===== src/rtl/tqad_pkg.sv =====
// Shared constants, codes and types for the two-queue alternating dequeue block.
// No dependencies; imported by every module of the block.
package tqad_pkg;

   // Queue geometry
   localparam int QUEUE_DEPTH = 16;
   localparam int PTR_W       = (QUEUE_DEPTH > 1) ? $clog2(QUEUE_DEPTH) : 1;
   localparam int CNT_W       = $clog2(QUEUE_DEPTH + 1);
   localparam int DATA_W      = 32;

   // Request opcodes
   localparam logic OP_ENQ = 1'b0;
   localparam logic OP_DEQ = 1'b1;

   // Queue identifiers
   localparam logic Q_A = 1'b0;
   localparam logic Q_B = 1'b1;

   // Response status codes
   typedef enum logic [1:0] {
      ST_DONE    = 2'd0,
      ST_DROPPED = 2'd1,
      ST_EMPTY   = 2'd2
   } status_type;

   // Occupancy flags of one queue
   typedef struct packed {
      logic empty;
      logic full;
   } queue_flags_type;

   // One response as it leaves the block
   typedef struct packed {
      logic [DATA_W-1:0] value;
      logic              source;
      status_type        status;
   } result_type;

endpackage


===== src/rtl/tqad_queue.sv =====
// One bounded FIFO: storage array, wrapping head/tail pointers and occupancy count.
// Depends on tqad_pkg; read data is registered and valid the cycle after a pop.
module tqad_queue
   import tqad_pkg::*;
(
   input  logic              clock,
   input  logic              reset,
   input  logic              push,
   input  logic [DATA_W-1:0] push_data,
   input  logic              pop,
   output queue_flags_type   flags,
   output logic [DATA_W-1:0] rd_data
);

   logic [DATA_W-1:0] store_ff [QUEUE_DEPTH];
   logic [DATA_W-1:0] rd_data_ff;
   logic [PTR_W-1:0]  head_ff, head_in;
   logic [PTR_W-1:0]  tail_ff, tail_in;
   logic [CNT_W-1:0]  count_ff, count_in;

   // Advance a pointer, wrapping at the last entry
   function automatic logic [PTR_W-1:0] wrap_next(input logic [PTR_W-1:0] p);
      return (p == PTR_W'(QUEUE_DEPTH - 1)) ? '0 : p + PTR_W'(1);
   endfunction

   assign flags.empty = (count_ff == '0);
   assign flags.full  = (count_ff == CNT_W'(QUEUE_DEPTH));
   assign rd_data     = rd_data_ff;

   // Next pointers and count; a push and a pop never hit the same queue together
   always_comb begin
      head_in  = head_ff;
      tail_in  = tail_ff;
      count_in = count_ff;
      if (push) begin
         tail_in  = wrap_next(tail_ff);
         count_in = count_ff + CNT_W'(1);
      end else if (pop) begin
         head_in  = wrap_next(head_ff);
         count_in = count_ff - CNT_W'(1);
      end
   end

   always_ff @(posedge clock) begin
      if (reset) begin
         head_ff  <= '0;
         tail_ff  <= '0;
         count_ff <= '0;
      end else begin
         head_ff  <= head_in;
         tail_ff  <= tail_in;
         count_ff <= count_in;
      end
   end

   // Storage: write at tail, registered read at head
   always_ff @(posedge clock) begin
      if (push) begin
         store_ff[tail_ff] <= push_data;
      end
      if (pop) begin
         rd_data_ff <= store_ff[head_ff];
      end
   end

endmodule


===== src/rtl/tqad_out_buf.sv =====
// Two-entry response buffer that decouples the result stall from the request side.
// Depends on tqad_pkg for the response type.
module tqad_out_buf
   import tqad_pkg::*;
(
   input  logic       clock,
   input  logic       reset,
   input  logic       wr_en,
   input  result_type wr_data,
   output logic       full,
   output logic       rsp_valid,
   input  logic       rsp_stall,
   output result_type rsp_data
);

   result_type  entry_ff [2];
   logic        wr_ptr_ff, wr_ptr_in;
   logic        rd_ptr_ff, rd_ptr_in;
   logic [1:0]  count_ff, count_in;
   logic        rd_en;

   assign rsp_valid = (count_ff != 2'd0);
   assign full      = (count_ff == 2'd2);
   assign rsp_data  = entry_ff[rd_ptr_ff];
   assign rd_en     = rsp_valid & ~rsp_stall;

   // Move pointers and count
   always_comb begin
      wr_ptr_in = wr_ptr_ff ^ wr_en;
      rd_ptr_in = rd_ptr_ff ^ rd_en;
      count_in  = count_ff + 2'(wr_en) - 2'(rd_en);
   end

   always_ff @(posedge clock) begin
      if (reset) begin
         wr_ptr_ff <= 1'b0;
         rd_ptr_ff <= 1'b0;
         count_ff  <= 2'd0;
      end else begin
         wr_ptr_ff <= wr_ptr_in;
         rd_ptr_ff <= rd_ptr_in;
         count_ff  <= count_in;
      end
   end

   // Capture a response into the free slot
   always_ff @(posedge clock) begin
      if (wr_en) begin
         entry_ff[wr_ptr_ff] <= wr_data;
      end
   end

endmodule


===== src/rtl/two_queue_alternating_dequeue.sv =====
// Two bounded FIFOs (A and B, QUEUE_DEPTH entries each) with an alternating dequeue turn.
// An enqueue request appends its value to the named queue or is dropped when that queue is
// full; a dequeue request pops from the queue whose turn it is, falls back to the other one
// when that is empty, and always flips the turn. Every request yields exactly one response.
// Throughput is one request per cycle while req_stall is low; a response shows on rsp_valid
// once it has passed the result stage, which holds the registered read of the queue storage,
// and been written into the response buffer. req_stall rises only while the two-entry
// response buffer is full and a finished response waits behind it.
// Depends on tqad_pkg, tqad_queue and tqad_out_buf.
module two_queue_alternating_dequeue
   import tqad_pkg::*;
(
   input  logic                     clock,
   input  logic                     reset,
   input  logic                     req_valid,
   output logic                     req_stall,
   input  logic                     req_op,
   input  logic                     req_which_queue,
   input  logic signed [DATA_W-1:0] req_value,
   output logic                     rsp_valid,
   input  logic                     rsp_stall,
   output logic signed [DATA_W-1:0] rsp_out_value,
   output logic                     rsp_out_source,
   output logic [1:0]               rsp_status
);

   queue_flags_type flags_a, flags_b;
   logic [DATA_W-1:0] rd_a, rd_b;
   logic       accept, is_enq, is_deq;
   logic       push_a, push_b, pop_a, pop_b;
   logic       target_full, first_empty, both_empty, pop_src;
   logic       turn_ff, turn_in;
   logic       a_valid_ff, a_valid_in;
   logic       a_pop_ff, a_pop_in;
   logic       a_src_ff, a_src_in;
   status_type a_status_ff, a_status_in;
   logic       a_adv, ob_full;
   result_type a_result, rsp_data;

   assign accept = req_valid & ~req_stall;
   assign is_enq = (req_op == OP_ENQ);
   assign is_deq = (req_op == OP_DEQ);

   // Decode the request against current occupancy
   always_comb begin
      target_full = (req_which_queue == Q_B) ? flags_b.full : flags_a.full;
      first_empty = (turn_ff == Q_B) ? flags_b.empty : flags_a.empty;
      both_empty  = flags_a.empty & flags_b.empty;
      pop_src     = first_empty ? ~turn_ff : turn_ff;

      push_a = accept & is_enq & (req_which_queue == Q_A) & ~target_full;
      push_b = accept & is_enq & (req_which_queue == Q_B) & ~target_full;
      pop_a  = accept & is_deq & ~both_empty & (pop_src == Q_A);
      pop_b  = accept & is_deq & ~both_empty & (pop_src == Q_B);

      turn_in = (accept & is_deq) ? ~turn_ff : turn_ff;

      a_pop_in = is_deq & ~both_empty;
      a_src_in = pop_src;
      if (is_enq) begin
         a_status_in = target_full ? ST_DROPPED : ST_DONE;
      end else begin
         a_status_in = both_empty ? ST_EMPTY : ST_DONE;
      end
   end

   tqad_queue u_queue_a (
      .clock     (clock),
      .reset     (reset),
      .push      (push_a),
      .push_data (req_value),
      .pop       (pop_a),
      .flags     (flags_a),
      .rd_data   (rd_a)
   );

   tqad_queue u_queue_b (
      .clock     (clock),
      .reset     (reset),
      .push      (push_b),
      .push_data (req_value),
      .pop       (pop_b),
      .flags     (flags_b),
      .rd_data   (rd_b)
   );

   // Advance the result stage when it is empty or the response buffer has room
   assign a_adv      = ~a_valid_ff | ~ob_full;
   assign req_stall  = a_valid_ff & ob_full;
   assign a_valid_in = a_adv ? accept : a_valid_ff;

   always_ff @(posedge clock) begin
      if (reset) begin
         turn_ff    <= Q_A;
         a_valid_ff <= 1'b0;
      end else begin
         turn_ff    <= turn_in;
         a_valid_ff <= a_valid_in;
      end
   end

   // Hold the decoded result alongside the queue read data
   always_ff @(posedge clock) begin
      if (a_adv) begin
         a_pop_ff    <= a_pop_in;
         a_src_ff    <= a_src_in;
         a_status_ff <= a_status_in;
      end
   end

   // Form the response; non-pop results read as zero value and source A
   always_comb begin
      a_result.value  = '0;
      a_result.source = Q_A;
      a_result.status = a_status_ff;
      if (a_pop_ff) begin
         a_result.value  = (a_src_ff == Q_B) ? rd_b : rd_a;
         a_result.source = a_src_ff;
      end
   end

   tqad_out_buf u_out_buf (
      .clock     (clock),
      .reset     (reset),
      .wr_en     (a_valid_ff & a_adv),
      .wr_data   (a_result),
      .full      (ob_full),
      .rsp_valid (rsp_valid),
      .rsp_stall (rsp_stall),
      .rsp_data  (rsp_data)
   );

   assign rsp_out_value  = rsp_data.value;
   assign rsp_out_source = rsp_data.source;
   assign rsp_status     = rsp_data.status;

endmodule


===== config.mk =====
export PLATFORM = sky130hd
export DESIGN_NAME = two_queue_alternating_dequeue
export DESIGN_NICKNAME = d
export VERILOG_FILES = /design/src/rtl/tqad_pkg.sv /design/src/rtl/tqad_queue.sv /design/src/rtl/tqad_out_buf.sv /design/src/rtl/two_queue_alternating_dequeue.sv
export SDC_FILE = /design/constraint.sdc
export NUM_CORES = 1
export LEC_CHECK = 0
export BUFFER_PORTS_ARGS = -buffer_cell sky130_fd_sc_hd__buf_4
export CORE_AREA = 3 3 394 201
export DETAILED_ROUTE_END_ITERATION = 10
export DIE_AREA = 0 0 397 204
export GPL_ROUTABILITY_DRIVEN = 0
export PLACE_DENSITY = 0.75
export SLEW_MARGIN = 20
export SYNTH_ARGS = -nofsm -noshare
export SYNTH_HDL_FRONTEND = slang
export SYNTH_HIERARCHICAL = 1
export SYNTH_SLANG_ARGS = --single-unit
export TNS_END_PERCENT = 1

===== constraint.sdc =====
create_clock -name clock -period 5.3 [get_ports clock]
set_clock_uncertainty 0.2 [all_clocks]
set_input_delay 1.06 -clock clock [delete_from_list [all_inputs] [get_ports clock]]
set_output_delay 1.06 -clock clock [all_outputs]
set_load 0.02 [all_outputs]

==> flow_summary.json, run 1 <==
{
  "cts_root_buf": "clkbuf_16",
  "worst_pin_slew_ns": 1.134,
  "crit_arrival_ns": 2.54,
  "drt_pass1_iterations": 5,
  "syn2layout_area_growth_pct": 10.43,
  "num_vias": 21920,
  "cts_setup_buffers": 0,
  "yosysWarnings": 6,
  "finalMaxSlewViolations": 0,
  "outcome": "completed",
  "seqCellArea_sq_mm": 0.03555,
  "wl_microns": 105600,
  "setup_violations": 0,
  "reg2reg_to": "u_queue_a/store_ff[3][6]",
  "drtAntennaViolNets": 0,
  "initial_utilization": 0.6040,
  "wl_per_cell_microns": 32.26,
  "grt_max_degree": 64,
  "die_area_sq_mm": 0.08099,
  "layout-drive-gt1-share": 0.2632,
  "max_cap_viol_count": 0,
  "synthCells": 2080,
  "crit_family": "flip-flops",
  "clock_latency_ns": 0.68,
  "synth-edff-count": 1162,
  "syn_avg_cell_area_sq_um": 21.90,
  "ctsHoldBuffers": 0,
  "relSlewSlack": 0.2422,
  "cts-buffers-inserted": 96,
  "mostFrequentLayoutCells": "edfxtp_1 (1162), mux4_2 (256), a22oi_1 (128)",
  "die_y_microns": 204,
  "netlist_area_sq_mm": 0.04556,
  "synth_area_leader_cell": "edfxtp_1",
  "finalCriticalPeriod_ns": 3.801,
  "wl_met1_microns": 42200,
  "critical_path.max_fanout": 21,
  "synth_nets": 2140,
  "port-buffer-count": 74,
  "viasPerCell": 6.696,
  "route.met2.wl_microns": 46590,
  "grt_pass1_wl_microns": 152300,
  "die_w_microns": 397,
  "ys.flop_type": "edfxtp_1",
  "ys_ff_latch": 1194,
  "rr_startpoint": "u_out_buf/count_ff[1]",
  "drc": 0,
  "postSynth.asyncResetShare": 0,
  "fillers": 4621,
  "post-route-period-util": 0.7172,
  "rsz0062_at_grt": "false",
  "rows": 71,
  "r2r_cells": 7,
  "ys_seq_area_frac": 0.7800,
  "ys_types": 46,
  "critPathCaptureType": "output port",
  "critPathKind": "reg2out",
  "multi_input_area_sq_mm": 0.009415,
  "route.met3.wl_microns": 14850,
  "whs_ns": 0.2511,
  "nets": 2232,
  "start_kind": "flip-flop",
  "power.leakage_nw": 15.81,
  "finalHoldViolations": 0,
  "cts_tree": "yes",
  "cts_resized": 0,
  "final_common_cell": "edfxtp_1",
  "min_from": "a_status_ff[1]",
  "holdPathEnd": "u_out_buf/entry_ff[0][1]",
  "top_layer_used": "met5",
  "min_path_cells": 0,
  "cp_slowest_stage_delay_ns": 0.77,
  "antenna_found_initial": 4,
  "clock_sinks": 1194,
  "h-tree-depth": 3,
  "pin_count": 75,
  "setup_tns_ns": 0,
  "hpwlAfterDp_microns": 61960,
  "drt-initial-drc-count": 2626,
  "grt_pass1_vias": 21490,
  "path_cells": "buf_4, mux2_2, buf_4",
  "crit_slowest_cell": "dfxtp_2",
  "track_usage": 0.2663,
  "synth_top_area_frac": 0.7659,
  "critPathBufInv": 2,
  "cp_common_cell": "buf_4",
  "gr-total-overflow": 0,
  "clk_pin_slew_worst_paths_ns": 0.07,
  "hp-class": "reg2reg",
  "core_area_sq_mm": 0.07542,
  "r2r_slack_ns": 1.61,
  "clockBufferDepth": 3,
  "power_density_mw_per_mm2": 418.9,
  "synth.area.top_cells": "edfxtp_1 (77%), mux4_2 (13%), a22oi_1 (2.1%)",
  "vdd_drop_max_v": 0.0002364,
  "required_ns": 4.04,
  "max_freq_mhz": 263.1
}
==> cell type report <==
class	instances	area share
Sequential cell	1194	0.7066
Multi-Input combinational cell	762	0.1871
Clock buffer	114	0.04991
Tap cell	1022	0.02542
Timing Repair Buffer	103	0.01686
Clock inverter	61	0.01281
Inverter	15	0.001119
Antenna cell	2	0.00009948
==> state kept, by name, indices dropped and copies added, names as in the netlist, 2 cells and up <==
signal              count
u_queue_a/store_ff    512
u_queue_b/store_ff    512
u_out_buf/entry_ff     70
u_queue_a/rd_data      32
u_queue_b/rd_data      32
u_queue_a/count_ff      5
u_queue_b/count_ff      5
u_queue_a/head_ff       4
u_queue_a/tail_ff       4
u_queue_b/head_ff       4
u_queue_b/tail_ff       4
a_status_ff             2
u_out_buf/count_ff      2
==> metrics by stage <==
stage | cell area [sq um] | worst slack, ns | util | std cells | total power, mW
2_1_floorplan | 45560 | 0.4525 | - | 2080 | 13.12
3_3_place_gp | 47150 | 1.188 | 0.6251 | 3096 | 13.99
3_5_place_dp | 47150 | 1.085 | 0.6251 | 3096 | 14.04
4_1_cts | 50300 | 1.460 | 0.6669 | 3271 | 21.20
5_1_grt | 50300 | 1.386 | 0.6670 | 3271 | 21.77
6_report | 50310 | 1.499 | 0.6670 | 3273 | 21.07
==> Yosys cell counts (3+ instances only) <==
cell,instances
a22oi_1,128
inv_1,15
ha_1,20
buf_12,4
o21ai_0,4
buf_4,4
edfxtp_1,1162
buf_1,5
xor2_1,6
buf_6,20
and2_1,35
nor2_1,41
a21o_1,7
nand2_1,88
a311oi_1,6
mux2i_1,35
and3_1,3
mux2_2,35
clkbuf_1,62
a21oi_1,15
mux4_2,256
nor2b_1,41
dfxtp_1,32
nor3_1,9
buf_2,14
==> worst max path at each step <==
stage	startpoint	endpoint	slack (ns)	cells past startpoint
final	u_out_buf/rd_ptr_ff	rsp_out_value[5]	1.50	3
after global routing	u_out_buf/rd_ptr_ff	rsp_out_value[5]	1.39	3
after CTS	u_out_buf/rd_ptr_ff	rsp_out_value[5]	1.46	3
after detailed placement	req_op	u_queue_a/store_ff[1][19]	1.09	6
after global placement	req_op	u_queue_a/store_ff[1][10]	1.19	6
after floorplan	req_op	u_queue_b/count_ff[3]	0.45	4
==> worst reg2reg max path, delay by kind of cell (launching register included) <==
family	cells	cell delay [ns]
AND/OR/NAND/NOR	6	2.36
flip-flops	1	0.33
buffers and inverters	1	0.36
==> cell families (layout without fill, tap and decap cells) <==
logic type	after synthesis	after routing	share of synthesized area
AND/OR/NAND/NOR	233	233	0.02499
XOR/XNOR	9	9	0.002032
other	0	2	0
AO/OA/AOI/OAI	170	170	0.02741
adder cells (fa/ha/maj)	22	22	0.006372
buffers and inverters	124	293	0.01565
multiplexers	328	328	0.1436
flip-flops	1194	1194	0.7800
==> report_power, final <==
group          leakage [nW]  switching (mW)  total [mW]  internal, mW
Clock                  1.55            3.25        7.24          3.99
Sequential             10.8           0.241        11.0          10.7
Combinational          3.50            1.59        2.85          1.25
==> per-layer routing <==
| layer | track usage | up-vias |
|---|---|---|
| li1 | - | 8810 |
| met5 | 0 | - |
| met2 | 0.3744 | 1377 |
| met3 | 0.1059 | 133 |
| met1 | 0.3978 | 11590 |
| met4 | 0.06160 | 8 |
No activity file was read; power rests on OpenSTA's default activity.
==> run 2: changes to the inputs <==
==> constraint.sdc (replaced) <==
create_clock -name clock -period 3.65 [get_ports clock]
set_clock_uncertainty 0.2 [all_clocks]
set_input_delay 0.73 -clock clock [delete_from_list [all_inputs] [get_ports clock]]
set_output_delay 0.73 -clock clock [all_outputs]
set_load 0.02 [all_outputs]
==> run 2 against run 1 <==
Worst hold slack got worse by 0.12 ns. Critical path depth did not move. First-iteration DRC count rose by 19%. Cell area rose by 1.8%. Utilization rose by 1.2 points. Register-to-register slack got worse by 1.1 ns. Sequential cell count did not move. Power rose by 48%. Clock power rose by 51%. Non-clock buffer count rose by 57. Sequential power rose by 45%. Die area did not move.
==> flow_summary.json, run 2 (synthesized netlist as in run 1, its figures left out) <==
{
  "finalHoldViolations": 0,
  "cts_resized": 0,
  "grt_pass1_vias": 21880,
  "required_ns": 2.72,
  "critPathKind": "reg2out",
  "ctsHoldBuffers": 0,
  "power_mw": 31.28,
  "clock_latency_ns": 0.69,
  "max_cap_viol_count": 0,
  "port-buffer-count": 74,
  "p_clk_frac": 0.349,
  "drt_pass1_iterations": 5,
  "final_common_cell": "edfxtp_1",
  "crit_arrival_ns": 2.27,
  "cts_root_buf": "clkbuf_16",
  "clock_sinks": 1194,
  "combinationalPowerShare": 0.139,
  "num_vias": 22230,
  "rows": 71,
  "pin_count": 75,
  "layout-drive-gt1-share": 0.2794,
  "syn2layout_area_growth_pct": 12.40,
  "route.met2.wl_microns": 49260,
  "antenna_found_initial": 7,
  "die_w_microns": 397,
  "mostFrequentLayoutCells": "edfxtp_1 (1162), mux4_2 (256), buf_4 (129)",
  "endpoint": "rsp_out_value[5]",
  "switching_share": 0.2431,
  "initial_utilization": 0.6040,
  "r2r_cells": 8,
  "fin_area_sq_mm": 0.05121,
  "finalMaxSlewViolations": 0,
  "seqCellArea_sq_mm": 0.03555,
  "vdd_drop_max_v": 0.0004342,
  "reg_top3": "u_queue_a/store_ff: 512 flops, u_queue_b/store_ff: 512 flops, u_out_buf/entry_ff: 70 flops",
  "relSlewSlack": 0.3043,
  "max_freq_mhz": 312.2,
  "cts_setup_buffers": 0,
  "seqPwrFrac": 0.512,
  "cts-buffers-inserted": 97,
  "wl_microns": 106200,
  "post-route-period-util": 0.8775,
  "p_switching_mw": 7.605,
  "gr-total-overflow": 0,
  "startpoint": "u_out_buf/rd_ptr_ff",
  "start_kind": "flip-flop",
  "r2r_slack_ns": 0.49,
  "rr_startpoint": "u_out_buf/count_ff[1]",
  "p_int_mw": 23.68,
  "hp-class": "in2reg",
  "multi_input_area_sq_mm": 0.009413,
  "reg2reg_to": "u_queue_a/store_ff[1][0]",
  "h-tree-depth": 3,
  "setup_violations": 0,
  "clockBufferDepth": 3,
  "outcome": "completed",
  "route.met3.wl_microns": 11930,
  "drtAntennaViolNets": 0,
  "core_area_sq_mm": 0.07542,
  "finalCriticalPeriod_ns": 3.203,
  "drc": 0,
  "grt_pass1_wl_microns": 154500,
  "dpl_cell_area_sq_mm": 0.04789,
  "track_usage": 0.2690,
  "final_cells": 3338,
  "viasPerCell": 6.659,
  "rsz0062_at_grt": "false",
  "hpwlAfterDp_microns": 66170,
  "place_inst": 3153,
  "die_area_sq_mm": 0.08099,
  "wl_per_cell_microns": 31.81,
  "clk_pin_slew_worst_paths_ns": 0.07,
  "drt-initial-drc-count": 3121,
  "nets": 2290,
  "die_y_microns": 204,
  "grt_max_degree": 73,
  "power_density_mw_per_mm2": 610.9,
  "cts_tree": "yes",
  "fillers": 4496,
  "top_layer_used": "met5",
  "power.leakage_nw": 16.22,
  "critPathCaptureType": "output port",
  "critical_path.max_fanout": 21,
  "whs_ns": 0.1283,
  "worst_pin_slew_ns": 1.044,
  "wl_met1_microns": 42790
}
## run 2: cell types whose count changed in the layout (fill, tap and decap cells not counted), sizes merged
cell      delta
buf         +57
bufinv       +5
clkinv       -4
clkinvlp     +4
clkbuf       +2
diode        +2
inv          -1
## run 2: through the flow
step             util  TNS, ns  setup slack (ns)
4_1_cts        0.6788        0            0.3628
5_1_grt        0.6788        0            0.2800
3_3_place_gp   0.6349        0            0.4072
3_5_place_dp   0.6349        0            0.2983
6_report       0.6789        0            0.4472
2_1_floorplan       -   -50.80            -1.155
## run 2: critical path: stages, from the launching register on
cell and delay (ns):
dfxtp_2 0.72, buf_12 0.27, mux2_2 0.40, buf_4 0.17
## run 2: power by group through the flow
stage                     clock (mW)  sequential [mW]  combinational [mW]
after global routing            11.6             16.0                4.64
final                           10.9             16.0                4.36
after floorplan                    0             16.0                3.04
after CTS                       11.0             16.0                4.39
after global placement             0             16.3                4.28
after detailed placement           0             16.3                4.35
## run 2: cell type report
type,count,share of cell area
diodes,4,0.0001955
inverters,15,0.001100
clock buffers,116,0.04921
repair buffers,160,0.03103
multi-input cells,762,0.1838
flip-flops and latches,1194,0.6943
clock inverters,65,0.01539
well taps,1022,0.02497
## run 2: worst min path at each step
| stage | slack [ns] | endpoint | from | cells past startpoint |
|---|---|---|---|---|
| 6_report | 0.13 | a_valid_ff | req_valid | 3 |
| 5_1_grt | 0.12 | a_valid_ff | req_valid | 3 |
| 4_1_cts | 0.07 | a_valid_ff | req_valid | 3 |
| 3_5_place_dp | 0.24 | u_out_buf/entry_ff[0][1] | a_status_ff[1] | 0 |
| 3_3_place_gp | 0.23 | u_out_buf/entry_ff[0][1] | a_status_ff[1] | 0 |
| 2_1_floorplan | 0.22 | u_out_buf/entry_ff[0][0] | a_status_ff[0] | 0 |
## run 2: metal layers
metal / up-vias / track usage
met4: 2 / 0.06280
met2: 1358 / 0.4031
li1: 8955 / -
met3: 156 / 0.05988
met5: - / 0
met1: 11760 / 0.4131
==> run 3: changes to the inputs <==
--- a/config.mk
+++ b/config.mk
@@ -6,11 +6,11 @@
 export NUM_CORES = 1
 export LEC_CHECK = 0
 export BUFFER_PORTS_ARGS = -buffer_cell sky130_fd_sc_hd__buf_4
-export CORE_AREA = 3 3 394 201
+export CORE_AREA = 3 3 431 220
 export DETAILED_ROUTE_END_ITERATION = 10
-export DIE_AREA = 0 0 397 204
+export DIE_AREA = 0 0 434 223
 export GPL_ROUTABILITY_DRIVEN = 0
-export PLACE_DENSITY = 0.75
+export PLACE_DENSITY = 0.64
 export SLEW_MARGIN = 20
 export SYNTH_ARGS = -nofsm -noshare
 export SYNTH_HDL_FRONTEND = slang
==> run 3 against run 2 <==
Power is 1.4% lower. Critical path depth stayed put. Largest power group unchanged. First-iteration DRC count is 10% lower. Count of clock-buffer cells in the layout is 23 higher. Combinational power is 4% higher. Fmax is 0.20% lower. Sequential power hardly changed.
==> flow_summary.json, run 3 (synthesized netlist as in run 1, its figures left out) <==
{
  "clockBufferDepth": 3,
  "cts_root_buf": "clkbuf_16",
  "power_mw": 30.85,
  "grt_pass1_wl_microns": 157500,
  "post-route-period-util": 0.8792,
  "clk_pin_slew_worst_paths_ns": 0.06,
  "drt_pass1_iterations": 5,
  "finalCriticalPeriod_ns": 3.209,
  "combinationalPowerShare": 0.147,
  "p_switching_mw": 7.611,
  "track_usage": 0.2320,
  "hpwlAfterDp_microns": 72110,
  "critPathCaptureType": "output port",
  "num_vias": 21900,
  "relSlewSlack": 0.3974,
  "finalHoldViolations": 0,
  "wl_per_cell_microns": 31.10,
  "drc": 0,
  "hp-class": "in2reg",
  "layout-drive-gt1-share": 0.2900,
  "max_cap_viol_count": 0,
  "final_common_cell": "edfxtp_1",
  "outcome": "completed",
  "clock_latency_ns": 0.71,
  "power.leakage_nw": 16.37,
  "seqPwrFrac": 0.517,
  "die_y_microns": 223,
  "port-buffer-count": 74,
  "cts-buffers-inserted": 102,
  "whs_ns": 0.07756,
  "reg_top3": "u_queue_a/store_ff: 512 flops, u_queue_b/store_ff: 512 flops, u_out_buf/entry_ff: 70 flops",
  "critPathKind": "reg2out",
  "worst_pin_slew_ns": 0.9020,
  "finalMaxSlewViolations": 0,
  "antenna_found_initial": 10,
  "power_density_mw_per_mm2": 598.7,
  "p_int_mw": 23.24,
  "syn2layout_area_growth_pct": 13.11,
  "viasPerCell": 6.130,
  "nets": 2347,
  "rows": 78,
  "h-tree-depth": 3,
  "grt_max_degree": 43,
  "cts_tree": "yes",
  "drt-initial-drc-count": 2799,
  "initial_utilization": 0.5025,
  "setup_tns_ns": 0,
  "cts_setup_buffers": 0,
  "die_w_microns": 434,
  "rsz0062_at_grt": "false",
  "crit_arrival_ns": 2.28,
  "gr-total-overflow": 0,
  "critical_path.max_fanout": 24,
  "max_freq_mhz": 311.6,
  "start_kind": "flip-flop",
  "setup_ws_ns": 0.4408,
  "required_ns": 2.72,
  "cts_resized": 0,
  "wl_microns": 111100,
  "grt_pass1_vias": 21420,
  "fillers": 6532,
  "p_clk_frac": 0.336,
  "setup_violations": 0,
  "core_area_sq_mm": 0.09066,
  "die_area_sq_mm": 0.09678,
  "ctsHoldBuffers": 0,
  "vdd_drop_max_v": 0.0003685,
  "clock_sinks": 1194,
  "drtAntennaViolNets": 0,
  "post-place-ws_ns": 0.3609,
  "pin_count": 75,
  "mostFrequentLayoutCells": "edfxtp_1 (1162), mux4_2 (256), buf_4 (190)",
  "switching_share": 0.2467
}
run 3: changes by cell type in the layout (fill, tap and decap cells not counted), sizes merged:
cell / delta
clkinv: -2
inv: -2
bufinv: -11
diode: -1
clkbuf: +23
buf: +52
clkinvlp: -3
run 3: worst paths after layout:
kind / to / startpoint / slack, ns / cells past startpoint
worst max-delay path: rsp_out_value[6] / u_out_buf/rd_ptr_ff / 0.44 / 3
worst max register to register: u_queue_b/store_ff[3][13] / u_out_buf/count_ff[1] / 0.56 / 8
worst min-delay path: a_valid_ff / req_valid / 0.08 / 3
worst min register to register: u_out_buf/entry_ff[0][1] / a_status_ff[1] / 0.25 / 0
run 3: per-stage QoR:
stage | area (sq um) | util | cells
after floorplan | 45560 | - | 2080
after detailed placement | 48390 | 0.5337 | 3383
final | 51530 | 0.5684 | 3572
after global placement | 48390 | 0.5337 | 3383
after global routing | 51520 | 0.5683 | 3569
after CTS | 51520 | 0.5683 | 3569
run 3: power groups by stage:
stage	Clock, mW	Combinational, mW	Sequential [mW]
6_report	10.4	4.53	15.9
5_1_grt	11.2	4.84	16.0
4_1_cts	10.6	4.57	15.9
3_5_place_dp	0	4.56	16.2
3_3_place_gp	0	4.52	16.2
2_1_floorplan	0	3.04	16.0
run 3: cell type report:
class,instances,area [sq um],share of cell area
Antenna cell,3,7.507,0.0001457
Clock buffer,139,2691,0.05223
Clock inverter,47,444.2,0.008620
Inverter,15,56.30,0.001093
Multi-Input combinational cell,762,9413,0.1827
Sequential cell,1194,35550,0.6899
Tap cell,1200,1501,0.02914
Timing Repair Buffer,212,1867,0.03623
run 3: worst max-delay path, stage by stage (launching register included):
cell	delay, ns
dfxtp_2	0.57
buf_12	0.30
mux2_2	0.46
buf_4	0.19
run 3: layer usage:
layer,GRT usage,vias to the layer above,routed length [microns]
met4,0.03988,2,1471
met1,0.3633,11720,48330
met3,0.08499,106,14110
met2,0.3159,1015,47180
li1,-,9056,-
met5,0,-,13
